**src/rtl/core/tcd_pkg.sv**
```systemverilog
// tcd_pkg: shared types, constants and the arctangent table of the tilt and crash detector
// used by every module in rtl/core; depends on nothing
`default_nettype none

package tcd_pkg;

  localparam int CORDIC_STEPS_DEF = 16;
  localparam int ACC_W   = 10;  // raw axis and offset width
  localparam int CORR_W  = 11;  // corrected axis width
  localparam int NUM_W   = 12;  // angle numerator, holds the negated x
  localparam int SQ_W    = 23;  // sum of two squares, signed
  localparam int RAD_W   = 42;  // square root radicand
  localparam int ROOT_W  = 21;
  localparam int REM_W   = 23;
  localparam int VEC_W   = 26;  // cordic x and y
  localparam int Z_W     = 25;  // cordic angle, Q16 degrees
  localparam int DEG_W   = 8;   // whole degrees
  localparam int ANG_W   = 16;  // Q8.8 filtered angle
  localparam int LIM_W   = 15;
  localparam int STEP_W  = 5;
  localparam int ROOT_STEPS = 21;
  localparam int ANGLE_MAX  = 23040;
  localparam int CFG_ADDR_W = 3;
  localparam int CFG_DATA_W = 15;

  typedef enum logic [3:0] {
    S_IDLE, S_SQUARE, S_ROOT, S_VEC_INIT, S_VEC, S_ANGLE, S_FILTER, S_DONE
  } state_t;

  typedef enum logic [CFG_ADDR_W-1:0] {
    REG_X_OFFSET, REG_Y_OFFSET, REG_Z_OFFSET, REG_TILT_LIMIT,
    REG_DECEL_LIMIT, REG_Z_LOW, REG_Z_HIGH
  } cfg_reg_t;

  typedef struct packed {
    logic              capture;
    logic              square;
    logic              root_step;
    logic              vec_init;
    logic              vec_step;
    logic              angle;
    logic              filter;
    logic              publish;
    logic              sel_pitch;
    logic [STEP_W-1:0] step;
  } cmd_t;

  typedef struct packed {
    logic out_busy;
  } status_t;

  // atan(2^-i) in degrees, Q16
  function automatic logic [21:0] atan_q16(input logic [STEP_W-1:0] i);
    logic [21:0] v;
    case (i)
      5'd0:  v = 22'd2949120;
      5'd1:  v = 22'd1740967;
      5'd2:  v = 22'd919879;
      5'd3:  v = 22'd466945;
      5'd4:  v = 22'd234379;
      5'd5:  v = 22'd117305;
      5'd6:  v = 22'd58666;
      5'd7:  v = 22'd29335;
      5'd8:  v = 22'd14668;
      5'd9:  v = 22'd7334;
      5'd10: v = 22'd3667;
      5'd11: v = 22'd1833;
      5'd12: v = 22'd917;
      5'd13: v = 22'd458;
      5'd14: v = 22'd229;
      5'd15: v = 22'd115;
      5'd16: v = 22'd57;
      5'd17: v = 22'd29;
      5'd18: v = 22'd14;
      5'd19: v = 22'd7;
      5'd20: v = 22'd4;
      5'd21: v = 22'd2;
      5'd22: v = 22'd1;
      default: v = 22'd0;
    endcase
    return v;
  endfunction

endpackage

`default_nettype wire

```
**src/rtl/core/tcd_ctrl.sv**
```systemverilog
// tcd_ctrl: sequencer for the tilt and crash detector
// depends on tcd_pkg; drives tcd_datapath through cmd_t
`default_nettype none

module tcd_ctrl #(
  parameter int CORDIC_STEPS = tcd_pkg::CORDIC_STEPS_DEF
) (
  input  wire logic             clk,
  input  wire logic             rst,
  input  wire logic             in_valid,
  output logic                  in_ready,
  input  wire tcd_pkg::status_t status,
  output tcd_pkg::cmd_t         cmd
);

  tcd_pkg::state_t             state, state_next;
  logic                        sel, sel_next;
  logic [tcd_pkg::STEP_W-1:0]  cnt, cnt_next;

  always_ff @(posedge clk) begin
    if (rst) begin
      state <= tcd_pkg::S_IDLE;
      sel   <= 1'b0;
      cnt   <= '0;
    end else begin
      state <= state_next;
      sel   <= sel_next;
      cnt   <= cnt_next;
    end
  end

  always_comb begin
    state_next    = state;
    sel_next      = sel;
    cnt_next      = cnt;
    cmd           = '0;
    cmd.sel_pitch = sel;
    cmd.step      = cnt;
    in_ready      = 1'b0;
    case (state)
      tcd_pkg::S_IDLE: begin
        in_ready = 1'b1;
        if (in_valid) begin
          cmd.capture = 1'b1;
          sel_next    = 1'b0;
          state_next  = tcd_pkg::S_SQUARE;
        end
      end
      tcd_pkg::S_SQUARE: begin
        cmd.square = 1'b1;
        cnt_next   = '0;
        state_next = tcd_pkg::S_ROOT;
      end
      tcd_pkg::S_ROOT: begin
        cmd.root_step = 1'b1;
        cnt_next      = cnt + 1'b1;
        if (cnt == tcd_pkg::STEP_W'(tcd_pkg::ROOT_STEPS - 1)) begin
          state_next = tcd_pkg::S_VEC_INIT;
        end
      end
      tcd_pkg::S_VEC_INIT: begin
        cmd.vec_init = 1'b1;
        cnt_next     = '0;
        state_next   = tcd_pkg::S_VEC;
      end
      tcd_pkg::S_VEC: begin
        cmd.vec_step = 1'b1;
        cnt_next     = cnt + 1'b1;
        if (cnt == tcd_pkg::STEP_W'(CORDIC_STEPS - 1)) begin
          state_next = tcd_pkg::S_ANGLE;
        end
      end
      tcd_pkg::S_ANGLE: begin
        cmd.angle  = 1'b1;
        state_next = tcd_pkg::S_FILTER;
      end
      tcd_pkg::S_FILTER: begin
        cmd.filter = 1'b1;
        if (sel) begin
          state_next = tcd_pkg::S_DONE;
        end else begin
          sel_next   = 1'b1;
          state_next = tcd_pkg::S_SQUARE;
        end
      end
      tcd_pkg::S_DONE: begin
        if (!status.out_busy) begin
          cmd.publish = 1'b1;
          state_next  = tcd_pkg::S_IDLE;
        end
      end
      default: begin
        state_next = tcd_pkg::S_IDLE;
      end
    endcase
  end

endmodule

`default_nettype wire

```
**src/rtl/core/tcd_datapath.sv**
```systemverilog
// tcd_datapath: offsets, square root, vectoring cordic, angle filters, alarms, result register
// depends on tcd_pkg; commanded by tcd_ctrl
`default_nettype none

module tcd_datapath (
  input  wire logic                               clk,
  input  wire logic                               rst,
  input  wire tcd_pkg::cmd_t                      cmd,
  output tcd_pkg::status_t                        status,
  input  wire logic                               cfg_we,
  input  wire logic [tcd_pkg::CFG_ADDR_W-1:0]     cfg_addr,
  input  wire logic [tcd_pkg::CFG_DATA_W-1:0]     cfg_data,
  input  wire logic signed [tcd_pkg::ACC_W-1:0]   accel_x,
  input  wire logic signed [tcd_pkg::ACC_W-1:0]   accel_y,
  input  wire logic signed [tcd_pkg::ACC_W-1:0]   accel_z,
  output logic                                    out_valid,
  input  wire logic                               out_ready,
  output logic signed [tcd_pkg::ANG_W-1:0]        roll_filtered,
  output logic signed [tcd_pkg::ANG_W-1:0]        pitch_filtered,
  output logic                                    flip_alarm,
  output logic                                    decel_alarm
);

  localparam int CW = tcd_pkg::CORR_W;
  localparam int AW = tcd_pkg::ACC_W;

  // configuration
  logic signed [AW-1:0]              x_off, y_off, z_off;
  logic [tcd_pkg::LIM_W-1:0]         tilt_limit;
  logic signed [CW-1:0]              decel_limit, z_low, z_high;

  always_ff @(posedge clk) begin
    if (rst) begin
      x_off       <= -10'sd10;
      y_off       <= 10'sd100;
      z_off       <= 10'sd13;
      tilt_limit  <= 15'd384;
      decel_limit <= -11'sd100;
      z_low       <= 11'sd206;
      z_high      <= 11'sd306;
    end else if (cfg_we) begin
      case (cfg_addr)
        tcd_pkg::REG_X_OFFSET:    x_off       <= cfg_data[AW-1:0];
        tcd_pkg::REG_Y_OFFSET:    y_off       <= cfg_data[AW-1:0];
        tcd_pkg::REG_Z_OFFSET:    z_off       <= cfg_data[AW-1:0];
        tcd_pkg::REG_TILT_LIMIT:  tilt_limit  <= cfg_data;
        tcd_pkg::REG_DECEL_LIMIT: decel_limit <= cfg_data[CW-1:0];
        tcd_pkg::REG_Z_LOW:       z_low       <= cfg_data[CW-1:0];
        tcd_pkg::REG_Z_HIGH:      z_high      <= cfg_data[CW-1:0];
        default: ;
      endcase
    end
  end

  // corrected axes
  logic signed [CW-1:0] cx, cy, cz;
  always_ff @(posedge clk) begin
    if (cmd.capture) begin
      cx <= CW'(accel_x) + CW'(x_off);
      cy <= CW'(accel_y) + CW'(y_off);
      cz <= CW'(accel_z) + CW'(z_off);
    end
  end

  // squares and square root, one result bit per step
  logic signed [tcd_pkg::SQ_W-1:0]   a_ext, b_ext, sq;
  logic signed [tcd_pkg::NUM_W-1:0]  num;
  logic [tcd_pkg::RAD_W-1:0]         rad;
  logic [tcd_pkg::REM_W-1:0]         rem;
  logic [tcd_pkg::ROOT_W-1:0]        root;
  logic [tcd_pkg::REM_W+1:0]         rem_t, trial;
  logic                              ge;

  assign a_ext = cmd.sel_pitch ? tcd_pkg::SQ_W'(cy) : tcd_pkg::SQ_W'(cx);
  assign b_ext = tcd_pkg::SQ_W'(cz);
  assign sq    = a_ext * a_ext + b_ext * b_ext;
  assign rem_t = {rem, rad[tcd_pkg::RAD_W-1 -: 2]};
  assign trial = {2'b00, root, 2'b01};
  assign ge    = rem_t >= trial;

  always_ff @(posedge clk) begin
    if (cmd.square) begin
      rad  <= {sq[21:0], 20'd0};
      rem  <= '0;
      root <= '0;
      num  <= cmd.sel_pitch ? -tcd_pkg::NUM_W'(cx) : tcd_pkg::NUM_W'(cy);
    end else if (cmd.root_step) begin
      rad  <= rad << 2;
      rem  <= ge ? tcd_pkg::REM_W'(rem_t - trial) : tcd_pkg::REM_W'(rem_t);
      root <= {root[tcd_pkg::ROOT_W-2:0], ge};
    end
  end

  // vectoring cordic
  logic signed [tcd_pkg::VEC_W-1:0] xv, yv, xs, ys;
  logic signed [tcd_pkg::Z_W-1:0]   zacc, atan_s;
  logic                             zero_den;

  assign xs     = xv >>> cmd.step;
  assign ys     = yv >>> cmd.step;
  assign atan_s = tcd_pkg::Z_W'(tcd_pkg::atan_q16(cmd.step));

  always_ff @(posedge clk) begin
    if (cmd.vec_init) begin
      xv       <= tcd_pkg::VEC_W'({1'b0, root});
      yv       <= tcd_pkg::VEC_W'(num) <<< 10;
      zacc     <= '0;
      zero_den <= (root == '0);
    end else if (cmd.vec_step) begin
      if (!yv[tcd_pkg::VEC_W-1] && (yv != '0)) begin
        xv   <= xv + ys;
        yv   <= yv - xs;
        zacc <= zacc + atan_s;
      end else if (yv[tcd_pkg::VEC_W-1]) begin
        xv   <= xv - ys;
        yv   <= yv + xs;
        zacc <= zacc - atan_s;
      end
    end
  end

  // whole degrees, truncated toward zero and clamped
  logic [tcd_pkg::Z_W-1:0]          zmag;
  logic [8:0]                       whole, whole_c;
  logic signed [tcd_pkg::DEG_W-1:0] deg_v, deg;

  assign zmag    = zacc[tcd_pkg::Z_W-1] ? tcd_pkg::Z_W'(-zacc) : tcd_pkg::Z_W'(zacc);
  assign whole   = zmag[24:16];
  assign whole_c = (whole > 9'd90) ? 9'd90 : whole;

  always_comb begin
    if (zero_den) begin
      if (num > 0)      deg_v = 8'sd90;
      else if (num < 0) deg_v = -8'sd90;
      else              deg_v = 8'sd0;
    end else if (zacc[tcd_pkg::Z_W-1]) begin
      deg_v = -tcd_pkg::DEG_W'(whole_c);
    end else begin
      deg_v = tcd_pkg::DEG_W'(whole_c);
    end
  end

  always_ff @(posedge clk) begin
    if (cmd.angle) begin
      deg <= deg_v;
    end
  end

  // first-order filters, 0.94 and 0.06 in Q16, rounded half up
  logic signed [tcd_pkg::ANG_W-1:0] roll_state, pitch_state, f_old, f_new;
  logic signed [33:0]               facc, fshift;

  assign f_old  = cmd.sel_pitch ? pitch_state : roll_state;
  assign facc   = 34'(f_old) * 34'sd61604 + 34'(deg) * 34'sd1006592 + 34'sd32768;
  assign fshift = facc >>> 16;
  assign f_new  = (fshift > 34'sd23040)  ? tcd_pkg::ANG_W'(tcd_pkg::ANGLE_MAX) :
                  (fshift < -34'sd23040) ? -tcd_pkg::ANG_W'(tcd_pkg::ANGLE_MAX) :
                  tcd_pkg::ANG_W'(fshift);

  always_ff @(posedge clk) begin
    if (rst) begin
      roll_state  <= '0;
      pitch_state <= '0;
    end else if (cmd.filter) begin
      if (cmd.sel_pitch) pitch_state <= f_new;
      else               roll_state  <= f_new;
    end
  end

  // alarms
  logic [tcd_pkg::ANG_W-1:0] abs_roll, abs_pitch;
  logic                      flip_v, decel_v;

  assign abs_roll  = roll_state[tcd_pkg::ANG_W-1]  ? tcd_pkg::ANG_W'(-roll_state)  :
                                                     tcd_pkg::ANG_W'(roll_state);
  assign abs_pitch = pitch_state[tcd_pkg::ANG_W-1] ? tcd_pkg::ANG_W'(-pitch_state) :
                                                     tcd_pkg::ANG_W'(pitch_state);
  assign flip_v  = (abs_pitch > tcd_pkg::ANG_W'(tilt_limit)) || !(cz > z_low) ||
                   !(cz < z_high);
  assign decel_v = (cy < decel_limit) || (abs_roll > tcd_pkg::ANG_W'(tilt_limit));

  // result register
  always_ff @(posedge clk) begin
    if (rst) begin
      out_valid <= 1'b0;
    end else if (cmd.publish) begin
      out_valid <= 1'b1;
    end else if (out_ready) begin
      out_valid <= 1'b0;
    end
  end

  always_ff @(posedge clk) begin
    if (cmd.publish) begin
      roll_filtered  <= roll_state;
      pitch_filtered <= pitch_state;
      flip_alarm     <= flip_v;
      decel_alarm    <= decel_v;
    end
  end

  assign status.out_busy = out_valid && !out_ready;

endmodule

`default_nettype wire

```
**src/rtl/core/tilt_crash_detector_top.sv**
```systemverilog
// tilt_crash_detector_top: top level of the tilt and crash detector
// depends on tcd_pkg, tcd_ctrl and tcd_datapath
`default_nettype none

// usage
// - input channel in_valid / in_ready carries one raw sample (accel_x, accel_y, accel_z)
// - output channel out_valid / out_ready carries one result item per input item:
//   filtered roll and pitch in Q8.8 degrees plus flip and deceleration alarms
// - configuration: cfg_we writes cfg_data into register cfg_addr at once, no read-back;
//   writes to indexes beyond the register list are ignored
// - each item runs two angle passes on one shared square root and cordic unit:
//   per pass 1 square + 21 root steps + 1 load + CORDIC_STEPS rotations + 1 angle
//   + 1 filter, then one publish step, after which out_valid rises
// - one item at a time; in_ready is high only while the sequencer is idle, so
//   a new sample is taken only after the previous one has been published
// - the result sits in an output register; the next item is taken while it waits,
//   and a stalled receiver only holds the sequencer at its final publish step
// - reset clears both filter states to zero, restores the default configuration
//   and empties the output register

module tilt_crash_detector_top #(
  parameter int CORDIC_STEPS = tcd_pkg::CORDIC_STEPS_DEF
) (
  input  wire logic                                clk,
  input  wire logic                                rst,
  input  wire logic                                cfg_we,
  input  wire logic [tcd_pkg::CFG_ADDR_W-1:0]      cfg_addr,
  input  wire logic [tcd_pkg::CFG_DATA_W-1:0]      cfg_data,
  input  wire logic                                in_valid,
  output logic                                     in_ready,
  input  wire logic signed [tcd_pkg::ACC_W-1:0]    accel_x,
  input  wire logic signed [tcd_pkg::ACC_W-1:0]    accel_y,
  input  wire logic signed [tcd_pkg::ACC_W-1:0]    accel_z,
  output logic                                     out_valid,
  input  wire logic                                out_ready,
  output logic signed [tcd_pkg::ANG_W-1:0]         roll_filtered,
  output logic signed [tcd_pkg::ANG_W-1:0]         pitch_filtered,
  output logic                                     flip_alarm,
  output logic                                     decel_alarm
);

  // command and status between sequencer and datapath
  tcd_pkg::cmd_t    cmd;
  tcd_pkg::status_t status;

  tcd_ctrl #(
    .CORDIC_STEPS(CORDIC_STEPS)
  ) u_ctrl (
    .clk      (clk),
    .rst      (rst),
    .in_valid (in_valid),
    .in_ready (in_ready),
    .status   (status),
    .cmd      (cmd)
  );

  tcd_datapath u_datapath (
    .clk            (clk),
    .rst            (rst),
    .cmd            (cmd),
    .status         (status),
    .cfg_we         (cfg_we),
    .cfg_addr       (cfg_addr),
    .cfg_data       (cfg_data),
    .accel_x        (accel_x),
    .accel_y        (accel_y),
    .accel_z        (accel_z),
    .out_valid      (out_valid),
    .out_ready      (out_ready),
    .roll_filtered  (roll_filtered),
    .pitch_filtered (pitch_filtered),
    .flip_alarm     (flip_alarm),
    .decel_alarm    (decel_alarm)
  );

endmodule

`default_nettype wire

```
**config.mk**
```make
export PLATFORM = sky130hd
export DESIGN_NAME = tilt_crash_detector_top
export DESIGN_NICKNAME = d
export VERILOG_FILES = /design/src/rtl/core/tcd_pkg.sv /design/src/rtl/core/tcd_ctrl.sv /design/src/rtl/core/tcd_datapath.sv /design/src/rtl/core/tilt_crash_detector_top.sv
export SDC_FILE = /design/constraint.sdc
export NUM_CORES = 2
export LEC_CHECK = 0
export ABC_AREA = 1
export BUFFER_PORTS_ARGS = -buffer_cell sky130_fd_sc_hd__buf_2
export CAP_MARGIN = 10
export CORE_MARGIN = 1.5
export CORE_UTILIZATION = 46
export CTS_BUF_LIST = sky130_fd_sc_hd__clkbuf_2 sky130_fd_sc_hd__clkbuf_4 sky130_fd_sc_hd__clkbuf_8
export DETAILED_ROUTE_END_ITERATION = 10
export PLACE_DENSITY_LB_ADDON = 0.1
export SLEW_MARGIN = 20
export SYNTH_ARGS = -nofsm -noshare
export SYNTH_HDL_FRONTEND = slang
export SYNTH_SLANG_ARGS = --single-unit
```
**constraint.sdc**
```tcl
create_clock -name clk -period 14.99 [get_ports clk]
set_input_delay 2.998 -clock clk [delete_from_list [all_inputs] [get_ports clk]]
set_output_delay 2.998 -clock clk [all_outputs]
set_load 0.03 [all_outputs]
```
---- Yosys cells after proc, flatten, opt, wreduce, memory -nomap -nowiden ----
Memory sizes are Yosys's and may differ from the RTL's. A register that Yosys moved wholly into a read port is not among the register bits.
Index checks and enable logic that the tools add are counted.
operators by class
  eq/ne operators ......................... 19
  $mul .................................... 4
  divide/modulo/power cells ............... 0
  multiplexer cells ....................... 50
  shifts and indexed selects .............. 2
  bitwise gates (word level) .............. 1
  add/sub/neg operators ................... 19
  reduce and logical (&&, ||, !) cells .... 35
  order comparisons ....................... 11
operator list
  operator                  number
  $mux W26                  6
  $mux W42                  2
  $mux W16                  5
  $mux W25                  3
  $add A26 B26 Y26          2
  $sshr A26 B5 Y26          2
  $sub A26 B26 Y26          2
  $mux W23                  2
  $mux W21                  2
  $mux W8                   5
  $add A34 B17 Y34 const B  1
  $add A34 B34 Y34          1
  $add A10 B10 Y11          3
  $gt A16 B15 Y1            2
  $neg A16 Y16              2
  $pmux W4 S8               1
  $mul A16 B15 Y31 const B  1
  $reduce_bool A26 Y1       1
  $add A25 B23 Y25          1
  $ge A25 B23 Y1            1
  $neg A25 Y25              1
  $sub A25 B23 Y25          1
  $reduce_and A2 Y1         12
  $mul A23 B23 Y22          1
  42 further kinds          81
storage, ports and cells
  input port bits ......................... 53
  bits in latches ......................... 0
  RAM bits ................................ 0
  memory bits (read-only) ................. 704
  logic and storage cells ................. 174
  output and inout port bits .............. 36
  memories kept ........................... 1
  flip-flop bits (word level) ............. 352
memories
  name             words  bits a word  rd ports  clocked after Yosys merged registers in  wr ports  RTL line       RTL
  (no name shown)  32     22           1         1                                        0         tcd_pkg.sv:55  case (i)

---- Depth between registers and ports, before layout ----
  depth after elaboration ................. 7
  mapped depth ............................ 51
  gate-level depth less buffers ........... 48

---- Cells and area by module ----
Synthesis repeated with hierarchy kept, for this count alone.
unflattened totals
  cells, all modules ...................... 6,020
  area total of the unflattened synthesis .. 44,636.6 um^2
by module, submodules not included
  module        area an instance (um^2)  seq. area each (um^2)  cells each  times used
  tcd_datapath  43,999.7                 8,318.0                5,922       1
  tcd_ctrl      636.9                    180.2                  98          1

---- Least setup slack after synthesis ----
Ideal clock, no wire load.
  path type ............................... register to register
  start ................................... reg u_ctrl.sel
  end ..................................... reg u_datapath.roll_state[10] in the netlist's numbering
  required time ........................... 14.862 ns
  path buffers ............................ 4
  setup slack ............................. 6.883 ns
  clock period less this slack ............ 8.107 ns
  arrival ................................. 7.979 ns
  stages on the path, launching flop included .. 43
  path through ............................ dfxtp_1 buf_2 buf_2 clkbuf_1 o21ai_1 inv_1 ha_1 xnor2_1 xnor2_1 ha_1 fa_1 fa_1 ha_1 ha_1 nand2_1 inv_1 nand3_1 nor3_1 [7 not listed] ha_1 ha_1 nand2_1 nor2_1 nand2_1 nor3_1 nand2_1 nand3_1 nand2_1 nand2_2 nand2_1 nor2_1 nand3_1 nand3_2 nand3_4 buf_6 nand2_2 a21oi_1
between the ends
  cells in the longest elaborated chain, start to end .. 7
  elaborated cells on any way between the ends .. 10
RTL lines
  item                    RTL line             RTL
  start, declared         tcd_ctrl.sv:17       logic sel, sel_next;
  start signal, assigned  tcd_ctrl.sv:27       sel <= sel_next;
  $mux W16                tcd_datapath.sv:153  assign f_old = cmd.sel_pitch ? pitch_state : roll_state;
  $mul A16 B15 Y31        tcd_datapath.sv:154  assign facc = 34'(f_old) * 34'sd61604 + 34'(deg) * 34'sd1006592 + 34'sd32768;
  $add A34 B34 Y34        tcd_datapath.sv:154
  $add A34 B17 Y34        tcd_datapath.sv:154
  $lt A18 B16 Y1          tcd_datapath.sv:157  (fshift < -34'sd23040) ? -tcd_pkg::ANG_W'(tcd_pkg::ANGLE_MAX) :
  $mux W16                tcd_datapath.sv:157
  $mux W16                tcd_datapath.sv:156  assign f_new = (fshift > 34'sd23040) ? tcd_pkg::ANG_W'(tcd_pkg::ANGLE_MAX) :
  end signal, assigned    tcd_datapath.sv:166  else roll_state <= f_new;
  end, declared           tcd_datapath.sv:150  logic signed [tcd_pkg::ANG_W-1:0] roll_state, pitch_state, f_old, f_new;
Parallel ways exist; a longest one is shown, timed or not.
A chain may end at the register's enable or synchronous reset.

---- Worst setup path after layout ----
  start ................................... reg u_ctrl.sel
  end ..................................... reg u_datapath.roll_state[11] in the netlist's numbering
Same word-level chain as after synthesis.

==> metrics.csv <==
metric,value,unit
outcome,completed,
die span in x,316,um
Layout Cells excl Fill,7418,
"CTS clk-pin slew, worst paths",0.06,ns
first-pass GRT wire length,211000,um
count of cell types in the netlist,64,
Post-CTS Setup Bufs,0,
ratio of cells with drive above 1 in the final layout,5.80,%
CP peak stage delay,0.90,ns
final hold vios,0,
layout filler cell count,9832,
setup TNS,0,ns
RSZ-0062 raised after global routing,no,
Starting Density,46.5,%
Core Area,96900,sq um
Detailed Route Iter0 Violations,2776,
Fmax,0.114,GHz
Slew @ Worst Pin,1.04,ns
CP dominant cell by count,nand2_1,
R2R cell count,39,
post_cts resized,0,
top sig layer,met4,
Commonest cells post-synth,"nand2_1 (1219), inv_1 (1026), ha_1 (551)",
All-Layer GR Usage,26.9,%
sequential-to-total area share from yosys stat,19.9,%
TritonCTS buffer count,70,
hpwl dp,107000,um
max-slew violations,0,
Max Clock Skew,0.0449,ns
Avg WL per Cell,18.1,um
FP Rows,114,
worst hold start,u_datapath.z_high[7]$_SDFFE_PP0P_,
synth top area cells,"fa_1 (16%), ha_1 (15%), nand2_1 (10%)",
"antenna viol nets, final",0,
period utilization,58.4,%
CTS tree,built,
drt total wl,134000,um
cell area after synthesis,45000,sq um
initial antenna violation count,5,
DR vias/cell,5.34,
hold path endpoint,u_datapath.z_high[7]$_SDFFE_PP0P_,
gp weighted congestion,0.948,
Syn Inst Count,6036,
clock latency on the worst-skew pair,0.68,ns
"area leader, netlist",fa_1,
htree depth,3,
WHS Path Cells,2,
Die Footprint,99700,sq um
Ys Warns,0,
Die Ht,316,um
Crit Reg-Reg Startpoint,u_ctrl.sel$_SDFFE_PP0P_,
Worst setup SP type,register,
worst r2r dst,u_datapath.roll_state[11]$_SDFFE_PP0P_,
# hold bufs at CTS,0,
syn_nets,7000,
top-count cell post-synth,nand2_1,
total via count in the routed design,39600,
Min-Delay Path Class,register to register,
P&R area growth vs syn,7.44,%
drt pass-1 iters,10,
root buf cell,clkbuf_8,
"FFs w/ async S/R, synth",0,%
CTS Sinks,373,
Worst EP arrival,9.30,ns
"Avg Cell Area, Syn",7.46,sq um
wire length on met3,7030,um
"EDFF count, synth",147,
WL met2,62000,um
wire length on met1,62800,um
placed insts,7285,
CP max-delay cell,o21ai_0,
final setup violation count,0,
area share of the largest cell type after synthesis,16.0,%
R2R Setup Slk,6.23,ns
number of global-route vias before repair,37900,
top_reg_cell synth,dfxtp_1,
Critical Path RT,15.53,ns
largest net degree at the start of global routing,106,
IO Pins,89,
min cycle time layout,8.76,ns
CP endpoint kind,register,
Seq cells post-synth,373,
MaxCap Viol Count,0,
DR DRC count,0,
Clock Path Buffers,3,
Final #Nets,7046,
max_slew headroom,30.4,%
crit path max fanout,11,
grt ovf,0,
WHS,0.461,ns
port buffer count,88,
critical path class,register to register,
==> per-stage QoR <==
| step | setup WS, ns | utilization [%] | cell area (sq um) |
|---|---|---|---|
| 3_5_place_dp | 6.32 | 48.3 | 46800 |
| 6_report | 6.23 | 49.9 | 48400 |
| 3_3_place_gp | 6.43 | 48.3 | 46800 |
| 4_1_cts | 6.28 | 49.9 | 48300 |
| 5_1_grt | 5.52 | 49.9 | 48400 |
| 2_1_floorplan | 6.88 | - | 45000 |
==> kinds of logic after synthesis <==
group           share of synthesized area (%)
flops                                    19.9
simple gates                             20.4
mux                                     0.156
fa+ha+maj                                31.3
buf+inv                                  10.3
xor+xnor                                 4.51
compound gates                           13.4
==> worst max-delay path by stage <==
stage / startpoint / end / slack [ns] / depth (start not counted)
after CTS: u_ctrl.sel$_SDFFE_PP0P_ / u_datapath.pitch_state[6]$_SDFFE_PP0P_ / 6.28 / 37
after floorplan: u_ctrl.sel$_SDFFE_PP0P_ / u_datapath.roll_state[10]$_SDFFE_PP0P_ / 6.88 / 42
after global routing: u_ctrl.sel$_SDFFE_PP0P_ / u_datapath.roll_state[14]$_SDFFE_PP0P_ / 5.52 / 39
after global placement: u_ctrl.sel$_SDFFE_PP0P_ / u_datapath.pitch_state[6]$_SDFFE_PP0P_ / 6.43 / 36
after detailed placement: u_ctrl.sel$_SDFFE_PP0P_ / u_datapath.pitch_state[1]$_SDFFE_PP0P_ / 6.32 / 37
final: u_ctrl.sel$_SDFFE_PP0P_ / u_datapath.roll_state[11]$_SDFFE_PP0P_ / 6.23 / 39
==> sequential cells by signal (all words and copies together), names as in the netlist, 5 cells and up <==
| signal | cells |
|---|---|
| u_datapath.zacc | 25 |
| u_datapath.x_off | 10 |
| u_datapath.rad | 22 |
| u_datapath.cy | 11 |
| u_datapath.roll_filtered | 16 |
| u_datapath.pitch_state | 16 |
| u_datapath.z_high | 11 |
| u_datapath.z_off | 10 |
| u_datapath.rem | 23 |
| u_datapath.pitch_filtered | 16 |
| u_datapath.xv | 26 |
| u_datapath.cz | 11 |
| u_datapath.atan_s | 22 |
| u_datapath.num | 12 |
| u_ctrl.cnt | 5 |
| u_datapath.tilt_limit | 15 |
| u_datapath.cx | 11 |
| u_datapath.deg | 8 |
| u_datapath.yv | 26 |
| u_datapath.y_off | 10 |
| u_datapath.z_low | 11 |
| u_datapath.decel_limit | 11 |
| u_datapath.root | 21 |
| u_datapath.roll_state | 16 |
==> placed cells by master, fill, tap and decap left out, types with 49 or more instances in the layout <==
cell type and count:
dfxtp_1 224, inv_1 1025, o21ai_0 413, nor3_1 49
edfxtp_1 147, xnor2_1 81, buf_2 88, o211ai_1 58
nor2_1 456, clkbuf_8 78, nand2_1 1218, a21oi_1 404
xor2_1 151, nand4_1 53, nand3_1 330, fa_1 360
ha_1 551
==> layer usage <==
metal	GRT usage, %	vias up
met5	0	-
met4	6.39	0
met3	2.75	165
met2	44.3	982
met1	38.0	18800
li1	-	19700
==> final cells by class <==
type                            instances  area (sq um)  area share (%)
Antenna cell                            2          5.00          0.0103
Clock buffer                           97          1220            2.51
Clock inverter                         33           350           0.724
Inverter                             1052          3950            8.17
Multi-Input combinational cell       4448         31500            65.1
Sequential cell                       373          8940            18.5
Tap cell                             1276          1600            3.30
Timing Repair Buffer                  137           828            1.71
==> critical path, delay by kind of cell (launching register included) <==
family / cells / cell delay [ns]
AO/OA/AOI/OAI: 6 / 1.67
XOR/XNOR: 2 / 0.38
adder cells (fa/ha/maj): 9 / 3.50
buffers and inverters: 2 / 0.34
flip-flops: 1 / 0.33
AND/OR/NAND/NOR: 20 / 2.39
Power is not shown: default switching activity piles up to over one toggle a cycle in this logic, so the estimate is an artifact.
